--- src/rtl/kmer_decimal_hash_encoder_assert.svh ---
// Assertion macros shared by the k-mer hash encoder modules.
`ifndef KMER_DECIMAL_HASH_ENCODER_ASSERT_SVH
`define KMER_DECIMAL_HASH_ENCODER_ASSERT_SVH

// Same-cycle implication, checked out of reset.
`define KDH_ASSERT_NOW(label, clk, rst_n, ante, cons, msg) \
  label: assert property (@(posedge clk) disable iff (!rst_n) (ante) |-> (cons)) \
    else $error(msg);

// Next-cycle implication, checked out of reset.
`define KDH_ASSERT_NEXT(label, clk, rst_n, ante, cons, msg) \
  label: assert property (@(posedge clk) disable iff (!rst_n) (ante) |=> (cons)) \
    else $error(msg);

`endif

--- src/rtl/kdh_pkg.sv ---
// Types, constants and digit tables for the k-mer decimal hash encoder.
`default_nettype none

package kdh_pkg;

  typedef struct packed {
    logic [7:0] symbol;
    logic       last;
  } kdh_in_t;

  typedef struct packed {
    logic [63:0] forward_hash;
    logic [63:0] revcomp_hash;
    logic        overflowed;
    logic [4:0]  bases_used;
  } kdh_out_t;

  localparam logic [7:0] SYM_A = 8'h41;
  localparam logic [7:0] SYM_C = 8'h43;
  localparam logic [7:0] SYM_G = 8'h47;
  localparam logic [7:0] SYM_T = 8'h54;

  localparam logic [2:0] DIGIT_A = 3'd1;
  localparam logic [2:0] DIGIT_C = 3'd2;
  localparam logic [2:0] DIGIT_G = 3'd3;
  localparam logic [2:0] DIGIT_T = 3'd4;
  localparam logic [2:0] DIGIT_N = 3'd5;

  // Entries in the power-of-ten table; also the hard limit on bases.
  localparam logic [4:0] POW_DEPTH        = 5'd20;
  localparam logic [4:0] LENGTH_CAP_RESET = 5'd20;

  function automatic logic [2:0] base_digit(input logic [7:0] sym);
    logic [2:0] d;
    case (sym)
      SYM_A:   d = DIGIT_A;
      SYM_C:   d = DIGIT_C;
      SYM_G:   d = DIGIT_G;
      SYM_T:   d = DIGIT_T;
      default: d = DIGIT_N;
    endcase
    return d;
  endfunction

  function automatic logic [2:0] comp_digit(input logic [7:0] sym);
    logic [2:0] d;
    case (sym)
      SYM_A:   d = DIGIT_T;
      SYM_C:   d = DIGIT_G;
      SYM_G:   d = DIGIT_C;
      SYM_T:   d = DIGIT_A;
      default: d = DIGIT_N;
    endcase
    return d;
  endfunction

  function automatic logic [63:0] pow10(input logic [4:0] idx);
    logic [63:0] p;
    case (idx)
      5'd0:    p = 64'd1;
      5'd1:    p = 64'd10;
      5'd2:    p = 64'd100;
      5'd3:    p = 64'd1000;
      5'd4:    p = 64'd10000;
      5'd5:    p = 64'd100000;
      5'd6:    p = 64'd1000000;
      5'd7:    p = 64'd10000000;
      5'd8:    p = 64'd100000000;
      5'd9:    p = 64'd1000000000;
      5'd10:   p = 64'd10000000000;
      5'd11:   p = 64'd100000000000;
      5'd12:   p = 64'd1000000000000;
      5'd13:   p = 64'd10000000000000;
      5'd14:   p = 64'd100000000000000;
      5'd15:   p = 64'd1000000000000000;
      5'd16:   p = 64'd10000000000000000;
      5'd17:   p = 64'd100000000000000000;
      5'd18:   p = 64'd1000000000000000000;
      5'd19:   p = 64'd10000000000000000000;
      default: p = 64'd0;
    endcase
    return p;
  endfunction

endpackage

`default_nettype wire

--- src/rtl/kdh_in_stage.sv ---
// Input register stage: holds one request until the hash stage takes it.
`default_nettype none

`include "kmer_decimal_hash_encoder_assert.svh"

module kdh_in_stage (
  input  wire logic              clk,
  input  wire logic              rst_n,
  input  wire logic              in_valid,
  output logic                   in_ready,
  input  wire kdh_pkg::kdh_in_t  in_data,
  input  wire logic              advance,
  output logic                   s1_valid,
  output kdh_pkg::kdh_in_t       s1_data
);

  logic             s1_v_r;
  logic             s1_v_nxt;
  kdh_pkg::kdh_in_t s1_d_r;
  logic             accept;

  assign in_ready = !s1_v_r || advance;
  assign accept   = in_valid && in_ready;

  always_comb begin
    if (accept) begin
      s1_v_nxt = 1'b1;
    end else if (advance) begin
      s1_v_nxt = 1'b0;
    end else begin
      s1_v_nxt = s1_v_r;
    end
  end

  always_ff @(posedge clk) begin
    if (!rst_n) begin
      s1_v_r <= 1'b0;
    end else begin
      s1_v_r <= s1_v_nxt;
    end
  end

  always_ff @(posedge clk) begin
    if (accept) begin
      s1_d_r <= in_data;
    end
  end

  assign s1_valid = s1_v_r;
  assign s1_data  = s1_d_r;

  `KDH_ASSERT_NOW(a_adv_needs_item, clk, rst_n, advance, s1_v_r,
                  "advance without a held request")
  `KDH_ASSERT_NEXT(a_held_on_stall, clk, rst_n, s1_v_r && !advance,
                   s1_v_r && $stable(s1_d_r), "held request lost while stalled")

endmodule

`default_nettype wire

--- src/rtl/kdh_core.sv ---
// Hash stage: per-base accumulator update and the result register.
`default_nettype none

`include "kmer_decimal_hash_encoder_assert.svh"

module kdh_core #(
  parameter int MAX_BASES = 20
) (
  input  wire logic              clk,
  input  wire logic              rst_n,
  input  wire logic [4:0]        length_cap,
  input  wire logic              s1_valid,
  input  wire kdh_pkg::kdh_in_t  s1_data,
  output logic                   advance,
  output logic                   out_valid,
  input  wire logic              out_ready,
  output kdh_pkg::kdh_out_t      out_data
);

  localparam logic [4:0] MAX_CAP = 5'(MAX_BASES);

  logic [63:0]       fwd_r, fwd_nxt;
  logic [63:0]       rev_r, rev_nxt;
  logic [4:0]        cnt_r, cnt_nxt;
  logic              ovf_r, ovf_nxt;
  logic              out_v_r, out_v_nxt;
  kdh_pkg::kdh_out_t out_r;

  logic [4:0]  cap_eff;
  logic        take;
  logic        finish;
  logic [2:0]  dig;
  logic [2:0]  cdig;
  logic [67:0] fwd_sum;
  logic [66:0] prod;
  logic [64:0] rev_sum;
  logic        step_ovf;

  assign cap_eff = (length_cap > MAX_CAP) ? MAX_CAP : length_cap;
  assign take    = (cnt_r < cap_eff) && (cnt_r < kdh_pkg::POW_DEPTH);

  // Result register frees up this cycle, or the request makes no result.
  assign advance = s1_valid && (!s1_data.last || !out_v_r || out_ready);
  assign finish  = advance && s1_data.last;

  assign dig  = kdh_pkg::base_digit(s1_data.symbol);
  assign cdig = kdh_pkg::comp_digit(s1_data.symbol);

  // x*10 + d as two shifts and adds, kept wide to see the carry out
  assign fwd_sum = ({4'd0, fwd_r} << 3) + ({4'd0, fwd_r} << 1) + {65'd0, dig};
  assign prod    = {3'd0, kdh_pkg::pow10(cnt_r)} * {64'd0, cdig};
  assign rev_sum = {1'b0, rev_r} + {1'b0, prod[63:0]};
  assign step_ovf = (|fwd_sum[67:64]) || (|prod[66:64]) || rev_sum[64];

  always_comb begin
    fwd_nxt = fwd_r;
    rev_nxt = rev_r;
    cnt_nxt = cnt_r;
    ovf_nxt = ovf_r;
    if (advance && take) begin
      fwd_nxt = fwd_sum[63:0];
      rev_nxt = rev_sum[63:0];
      cnt_nxt = 5'(cnt_r + 5'd1);
      ovf_nxt = ovf_r || step_ovf;
    end
  end

  always_comb begin
    if (finish) begin
      out_v_nxt = 1'b1;
    end else if (out_ready) begin
      out_v_nxt = 1'b0;
    end else begin
      out_v_nxt = out_v_r;
    end
  end

  always_ff @(posedge clk) begin
    if (!rst_n) begin
      fwd_r   <= '0;
      rev_r   <= '0;
      cnt_r   <= '0;
      ovf_r   <= 1'b0;
      out_v_r <= 1'b0;
    end else begin
      out_v_r <= out_v_nxt;
      if (finish) begin
        fwd_r <= '0;
        rev_r <= '0;
        cnt_r <= '0;
        ovf_r <= 1'b0;
      end else begin
        fwd_r <= fwd_nxt;
        rev_r <= rev_nxt;
        cnt_r <= cnt_nxt;
        ovf_r <= ovf_nxt;
      end
    end
  end

  always_ff @(posedge clk) begin
    if (finish) begin
      out_r.forward_hash <= fwd_nxt;
      out_r.revcomp_hash <= rev_nxt;
      out_r.overflowed   <= ovf_nxt;
      out_r.bases_used   <= cnt_nxt;
    end
  end

  assign out_valid = out_v_r;
  assign out_data  = out_r;

  `KDH_ASSERT_NOW(a_cnt_bound, clk, rst_n, 1'b1, cnt_r <= kdh_pkg::POW_DEPTH,
                  "base count past table depth")
  `KDH_ASSERT_NOW(a_no_overwrite, clk, rst_n, finish, !out_v_r || out_ready,
                  "result register overwritten before it was taken")
  `KDH_ASSERT_NEXT(a_clear_on_last, clk, rst_n, finish,
                   out_v_r && cnt_r == 5'd0 && !ovf_r,
                   "sequence state not cleared after last base")

endmodule

`default_nettype wire

--- src/rtl/kmer_decimal_hash_encoder.sv ---
// Result path: a last request is held in the input register, then its result
//   is loaded into the result register, which drives out_valid.
// Throughput: one request per cycle; a last request stalls only while the
//   result register is full and out_ready is low.
// Reset: synchronous active-low rst_n clears the pipeline valids and the
//   sequence state; length_cap returns to 20.
`default_nettype none

module kmer_decimal_hash_encoder #(
  parameter int MAX_BASES = 20
) (
  input  wire logic              clk,
  input  wire logic              rst_n,
  input  wire logic              in_valid,
  output logic                   in_ready,
  input  wire kdh_pkg::kdh_in_t  in_data,
  output logic                   out_valid,
  input  wire logic              out_ready,
  output kdh_pkg::kdh_out_t      out_data,
  input  wire logic              cfg_we,
  input  wire logic [4:0]        cfg_wdata
);

  logic [4:0]       cap_r;
  logic             advance;
  logic             s1_valid;
  kdh_pkg::kdh_in_t s1_data;

  always_ff @(posedge clk) begin
    if (!rst_n) begin
      cap_r <= kdh_pkg::LENGTH_CAP_RESET;
    end else if (cfg_we) begin
      cap_r <= cfg_wdata;
    end
  end

  kdh_in_stage u_in_stage (
    .clk      (clk),
    .rst_n    (rst_n),
    .in_valid (in_valid),
    .in_ready (in_ready),
    .in_data  (in_data),
    .advance  (advance),
    .s1_valid (s1_valid),
    .s1_data  (s1_data)
  );

  kdh_core #(
    .MAX_BASES (MAX_BASES)
  ) u_core (
    .clk        (clk),
    .rst_n      (rst_n),
    .length_cap (cap_r),
    .s1_valid   (s1_valid),
    .s1_data    (s1_data),
    .advance    (advance),
    .out_valid  (out_valid),
    .out_ready  (out_ready),
    .out_data   (out_data)
  );

endmodule

`default_nettype wire
--- config.mk ---
export PLATFORM = sky130hd
export DESIGN_NAME = kmer_decimal_hash_encoder
export DESIGN_NICKNAME = d
export VERILOG_FILES = /design/src/rtl/kdh_pkg.sv /design/src/rtl/kdh_in_stage.sv /design/src/rtl/kdh_core.sv /design/src/rtl/kmer_decimal_hash_encoder.sv
export VERILOG_INCLUDE_DIRS = /design/src /design/src/rtl
export SDC_FILE = /design/constraint.sdc
export NUM_CORES = 1
export LEC_CHECK = 0
export ABC_AREA = 1
export BUFFER_PORTS_ARGS = -buffer_cell sky130_fd_sc_hd__buf_4
export CAP_MARGIN = 20
export CORE_MARGIN = 4
export CORE_UTILIZATION = 43
export DETAILED_ROUTE_END_ITERATION = 12
export PLACE_DENSITY = 0.63
export SKIP_LAST_GASP = 1
export SLEW_MARGIN = 30
export SYNTH_ARGS = -nofsm -noshare
export SYNTH_HDL_FRONTEND = slang
export SYNTH_HIERARCHICAL = 1
export SYNTH_SLANG_ARGS = --single-unit
--- constraint.sdc ---
create_clock -name clk -period 6.85 [get_ports clk]
set_input_delay 1.0275 -clock clk [delete_from_list [all_inputs] [get_ports clk]]
set_output_delay 1.0275 -clock clk [all_outputs]
set_load 0.01 [all_outputs]
## Word level (Yosys, flattened, before mapping)

Memories as Yosys holds them, arrays and structs flattened. A register that Yosys moved wholly into a read port is not among the register bits.
Index checks and enable logic that the tools add are counted.

| cells by class | value |
|---|---|
| $lt $le $gt $ge | 3 |
| shift-type cells | 0 |
| reductions and logical operators | 19 |
| div/mod/pow operators | 0 |
| multipliers | 1 |
| multiplexer cells | 12 |
| equal/unequal tests | 4 |
| $add $sub $neg | 4 |
| bitwise logic cells | 1 |

Operators by type and width:

| kind | number |
|---|---|
| two-way mux 64 bit | 2 |
| adder 67 x 65 -> 68 bit | 1 |
| adder 68 x 3 -> 68 bit | 1 |
| multiplier 64 x 3 -> 67 bit | 1 |
| adder 64 x 64 -> 65 bit | 1 |
| == test 8 x 7 -> 1 bit (second input constant) | 4 |
| one-hot mux 3 bit (4 select lines) | 2 |
| two-way mux 5 bit | 3 |
| logical OR 1 bit | 6 |
| adder 5 x 1 -> 5 bit (second input constant) | 1 |
| > comparator 5 bit (second input constant) | 1 |
| logical AND 1 bit | 5 |
| < comparator 5 bit | 1 |
| < comparator 5 bit (second input constant) | 1 |
| two-way mux 1 bit | 5 |
| nonzero test 2 bit | 2 |
| OR reduction 4 bit | 1 |
| logical NOT 1 bit | 3 |
| OR reduction 3 bit | 1 |
| OR reduction 2 bit | 1 |
| inverter 1 bit | 1 |

| word-level totals | value |
|---|---|
| input bits | 19 |
| memories kept | 1 |
| bits in latches | 0 |
| word-level logic and storage cells | 58 |
| ROM bits | 1888 |
| register bits after elaboration | 284 |
| memory bits (writable) | 0 |
| output and inout port bits | 136 |

Memory list:

| name | words | width | read ports | clocked after Yosys merged registers in | write ports | line | RTL |
|---|---|---|---|---|---|---|---|
| (name not given) | 32 | 59 | 1 | 1 | 0 | kdh_pkg.sv:59 | `case (idx)` |

## Longest topological paths before layout

| logic depth | value |
|---|---|
| depth in word-level cells | 8 |
| mapped depth | 43 |
| mapped depth without buffers | 41 |

## Cells and area by module

Netlist, hierarchy kept.

By module, submodules not included:

| module | cells an instance | seq. area each (µm²) | instances | area an instance (µm²) |
|---|---|---|---|---|
| kdh_core | 3910 | 7807.5 | 1 | 26770.7 |
| kdh_in_stage | 16 | 290.3 | 1 | 321.6 |
| kmer_decimal_hash_encoder | 28 | 100.1 | 1 | 203.9 |

## Least setup slack after synthesis

No wires, ideal clock.

| timing path | value |
|---|---|
| kind | register to register |
| start point | register u_in_stage.s1_d_r, in the netlist u_in_stage/s1_data[7] |
| end point | register u_core.out_r, in the netlist u_core/out_data[51] (data pin) |
| library setup time | 255 ps |
| required time | 6595 ps |
| arrival time | 5333 ps |
| buffers on the path | 1 |
| period minus slack after synthesis | 5587 ps |
| slack | 1263 ps |
| cell stages (with the launch flop) | 38 |
| cell sequence | edfxtp_1 > inv_1 > nor2_1 > and2_1 > nand3_1 > inv_1 > o21ai_1 > clkbuf_1 > nand2_1 > fa_1 > inv_1 > ha_1 > inv_1 > fa_1 > o21ai_0 > nand2_1 > nand3_1 > a21oi_1 > [... 2 more ...] > nand2_1 > nand2_1 > nand2_1 > nand2_1 > inv_1 > nor2_1 > nand2_1 > nand2_1 > ha_1 > a21oi_1 > o21ai_0 > a21oi_1 > o21ai_0 > a21oi_1 > nand2_1 > or2_2 > nand3_1 > nand2_1 |

| on the way | value |
|---|---|
| cells in the longest elaborated chain, start to end | 5 |
| elaborated cells on any way between the ends | 8 |
| classes of those cells | 1 x add/sub; 1 x mul; 4 x eq/ne; 2 x mux |

Ends and longest elaborated chain:

| item | line | RTL |
|---|---|---|
| start: declaration | kdh_in_stage.sv:19 | `kdh_pkg::kdh_in_t s1_d_r;` |
| start signal: assignment | kdh_in_stage.sv:45 | `s1_d_r <= in_data;` |
| == test 8 x 7 -> 1 bit | kdh_pkg.sv:47 | `case (sym)` |
| one-hot mux 3 bit (4 select lines) (*) | kdh_pkg.sv:47 |  |
| multiplier 64 x 3 -> 67 bit (*) | kdh_core.sv:51 | `assign prod = {3'd0, kdh_pkg::pow10(cnt_r)} * {64'd0, cdig};` |
| adder 64 x 64 -> 65 bit (*) | kdh_core.sv:52 | `assign rev_sum = {1'b0, rev_r} + {1'b0, prod[63:0]};` |
| two-way mux 64 bit (*) | kdh_core.sv:60 | `if (advance && take) begin` |
| net u_core.rev_nxt[45] | kdh_core.sv:23 | `logic [63:0] rev_r, rev_nxt;` |
| end: declaration | kdh_core.sv:27 | `kdh_pkg::kdh_out_t out_r;` |

Mark *: on every way through the listed nets, which the timed path passes. The rest lies on a longest branch.
A chain may end at the register's enable or synchronous reset.

## Final worst setup path

| timing path | value |
|---|---|
| start point | register u_in_stage.s1_d_r, in the netlist u_in_stage/s1_data[7] |
| end point | register u_core.out_r, in the netlist u_core/out_data[63] (data pin) |

Same word-level chain as after synthesis.

==> results_dict.tcl <==
set metrics [dict create \
    status "finished, final reports clean" \
    cts_made_buffers 38 \
    ant_diodes 0 \
    drc 0 \
    post_synth_num_cell_types 48 \
    worstSetupPathType "reg -> reg" \
    antenna_found_initial 1 \
    worst_hold_path_type "reg -> reg" \
    grt_util_all_layers_pct 24.8 \
    timing.final.crit_share_pct 92.7 \
    timing.reg2reg.worst_path_depth 35 \
    clock-sinks 338 \
    report.final.hold_viol_count 0 \
    p_int_mw 3.75 \
    postSynth.topFlopCell "dfxtp_1" \
    grt_overflow 0 \
    drt-initial-drc-count 1658 \
    timing.critical_path.slowest_cell_delay_ps 550 \
    cts-htree-levels 2 \
    start_kind "flop" \
    worst_clock_skew_ps 22.9 \
    die_y_um 260 \
    rows 92 \
    seqPwrFrac_pct 43.1 \
    totalPowerFinal_mw 5.35 \
    die_outline_width_um 260 \
    ir_worst_vdd_mv 0.148 \
    tightest_slew_ps 994 \
    placedCellCount 4933 \
    worstPathArrival_ps 6650 \
    synth.net_count 4233 \
    cts_root_buf "clkbuf_16" \
    timing.critical_path.to_type "flop" \
    synth_area_per_cell_um2 6.90 \
    final.min_clock_period_ps 6350 \
    crit_slowest_cell "fa_1" \
    first_pass_grt_wire_length_um 133000 \
    multi_input_comb_area_um2 16500 \
    io_pins 155 \
    worstReg2RegStart "u_in_stage/s1_data[7]" \
    fillerInstances 6563 \
    route.final.wire_length_um 85300 \
    clock_path_buffers 3 \
    number_of_non_filler_instances_in_the_completed_layout 5001 \
    clockPowerShare_pct 37.2 \
    crit_fanout 53 \
    cell_repeated_most_along_the_worst_path "nand2_1" \
    tritoncts "built" \
    dpl_cell_area_um2 29600 \
    dp.final_hpwl_um 70200 \
    synth_sequential_area_ratio_pct 30.0 \
    clock_pin_slew_reported_for_the_worst_setup_and_hold_paths_after_clock_tree_synthesis_ps 60 \
    final_max_slew_viol_count 0 \
    power.static_leakage_nw 14.7 \
    final_core_utilization_pct 49.0 \
    numPortBuffers 154 \
    switching_share_pct 29.9 \
    timing.critical_path.required_ps 7150 \
    detailroute.via_count 25718 \
    synth.cell_area_um2 27300 \
    final-setup-viol-count 0 \
    holdBufCountCts 0 \
    crit_start "u_in_stage/s1_data[7]" \
    max_slew_margin_pct 33.0 \
    net_switching_mw 1.60 \
    final_setup_tns_ps 0 \
    area.sequential_um2 8200 \
    max-cap-violations 0 \
    detail_route.wl_per_cell_um 17.1 \
    design.core.area_um2 63000 \
    design_area_um2 30800 \
    die-area_um2 67600 \
    setup_repair_bufs_after_cts 0 \
    area_growth_pct 12.9 \
    synth-edff-count 143 \
    synth-seq-cells 338 \
    finalNetCount 4406 \
    floorplan.initialDensity_pct 43.4 \
    timing.critical_path.to "u_core/out_data[63]" \
    layout_cell_share_with_drive_strength_beyond_1_pct 8.88 \
    vias_per_cell 5.14 \
    mostFrequentLayoutCell "nand2_1" \
    mostFrequentLayoutCells "nand2_1 (992), inv_1 (612), nor2_1 (431), a21oi_1 (359), ha_1 (203)" \
    insertion_delay_ps 570 \
    fmax_ghz 0.157 \
    grt_max_degree 86 \
    combinationalPowerShare_pct 19.6 \
    p_per_area_nw_per_um2 174 \
    detail_route.first_pass.iterations 7 \
    grt_setup_unrepaired "yes" \
    warning_count_from_the_yosys_run 6 \
    synth_instances 3954 \
    synthArstFlopShare_pct 0 \
    timing.reg2reg.setup_slack_ps 500 \
    regToRegEndpoint "u_core/out_data[63]" \
    antenna_violating_nets_left 0 \
    gp_routability_congestion 1.01 \
    first_global_vias 25291 \
]
[worst max-delay path: cells and delay by family, from the launching register on]
family	cells	cell delay, ps
xor+xnor	1	330
fa+ha+maj	3	1370
simple gates	17	1640
flops	1	370
buf+inv	6	790
compound gates	8	1580
[metrics by stage]
stage	worst slack, ps	hold slack (ps)
floorplan	1260	429
global placement	472	445
detailed placement	362	452
CTS	386	461
global route	-38.6	491
finish	498	464
[power groups by stage]
stage,Sequential (mW),Combinational (mW),Clock [mW]
after detailed placement,2.35,1.05,0
final,2.31,1.05,1.99
after global routing,2.32,1.18,2.13
after CTS,2.31,1.05,2.05
after floorplan,2.35,0.722,0
after global placement,2.35,1.04,0
[cell families (layout without fill, tap and decap cells)]
| kind of cell | Yosys count | in the layout | synth area share [%] |
|---|---|---|---|
| compound gates | 748 | 748 | 15.3 |
| buf+inv | 684 | 885 | 9.59 |
| fa+ha+maj | 260 | 260 | 13.5 |
| flops | 338 | 338 | 30.0 |
| simple gates | 1795 | 1795 | 27.4 |
| xor+xnor | 129 | 129 | 4.14 |
[layer usage]
| metal | GRT usage (%) | wire [um] |
|---|---|---|
| met5 | 0 | 0 |
| met4 | 8.92 | 3450 |
| met3 | 2.48 | 3560 |
| met2 | 43.7 | 40700 |
| met1 | 31.5 | 37600 |
[cell type report]
cell class	instances	share of cell area [%]
multi-input combinational	2932	53.6
inverter	619	7.58
tap	846	3.43
sequential	338	26.6
clock inverter	14	0.378
clock buffer	54	3.48
timing repair buffer	198	4.92
[synthesized netlist by cell type, drive strengths merged, types with 4 or more instances]
| library cell | count | share of area [%] |
|---|---|---|
| nand3 | 162 | 3.0 |
| a211oi | 47 | 1.3 |
| o21ai | 209 | 3.8 |
| buf | 29 | 0.57 |
| nand2 | 1010 | 14 |
| or2 | 75 | 1.7 |
| and3 | 4 | 0.092 |
| a21o | 22 | 0.61 |
| dfxtp | 195 | 14 |
| nand4 | 14 | 0.32 |
| xor2 | 57 | 1.8 |
| xnor2 | 72 | 2.3 |
| and2 | 30 | 0.69 |
| nor3 | 43 | 0.81 |
| a21boi | 11 | 0.30 |
| o31ai | 6 | 0.18 |
| clkbuf | 36 | 0.50 |
| a31oi | 26 | 0.60 |
| o211ai | 8 | 0.22 |
| inv | 619 | 8.5 |
| fa | 57 | 4.2 |
| o21a | 29 | 0.80 |
| edfxtp | 143 | 16 |
| o21bai | 19 | 0.52 |
| nor2 | 434 | 6.1 |
| nand3b | 13 | 0.36 |
| a21oi | 364 | 6.7 |
| ha | 203 | 9.3 |
| nor4 | 10 | 0.23 |
[worst min-delay path by stage]
stage,startpoint,endpoint,slack [ps],cells after the start
after floorplan,cap_r[4],cap_r[4],430,2
after detailed placement,u_core/ovf_r,u_core/ovf_r,450,2
after global placement,u_core/ovf_r,u_core/ovf_r,440,2
final,cap_r[4],cap_r[4],460,2
after global routing,u_core/ovf_r,u_core/ovf_r,490,2
after CTS,u_core/ovf_r,u_core/ovf_r,460,2
[timing repair]
item / 4_1_cts / 5_1_grt
resized for setup: 0 / 9
setup endpoints to repair: 0 / 18
hold endpoints to repair: 0 / 0
(Power assumes the default switching activity.)
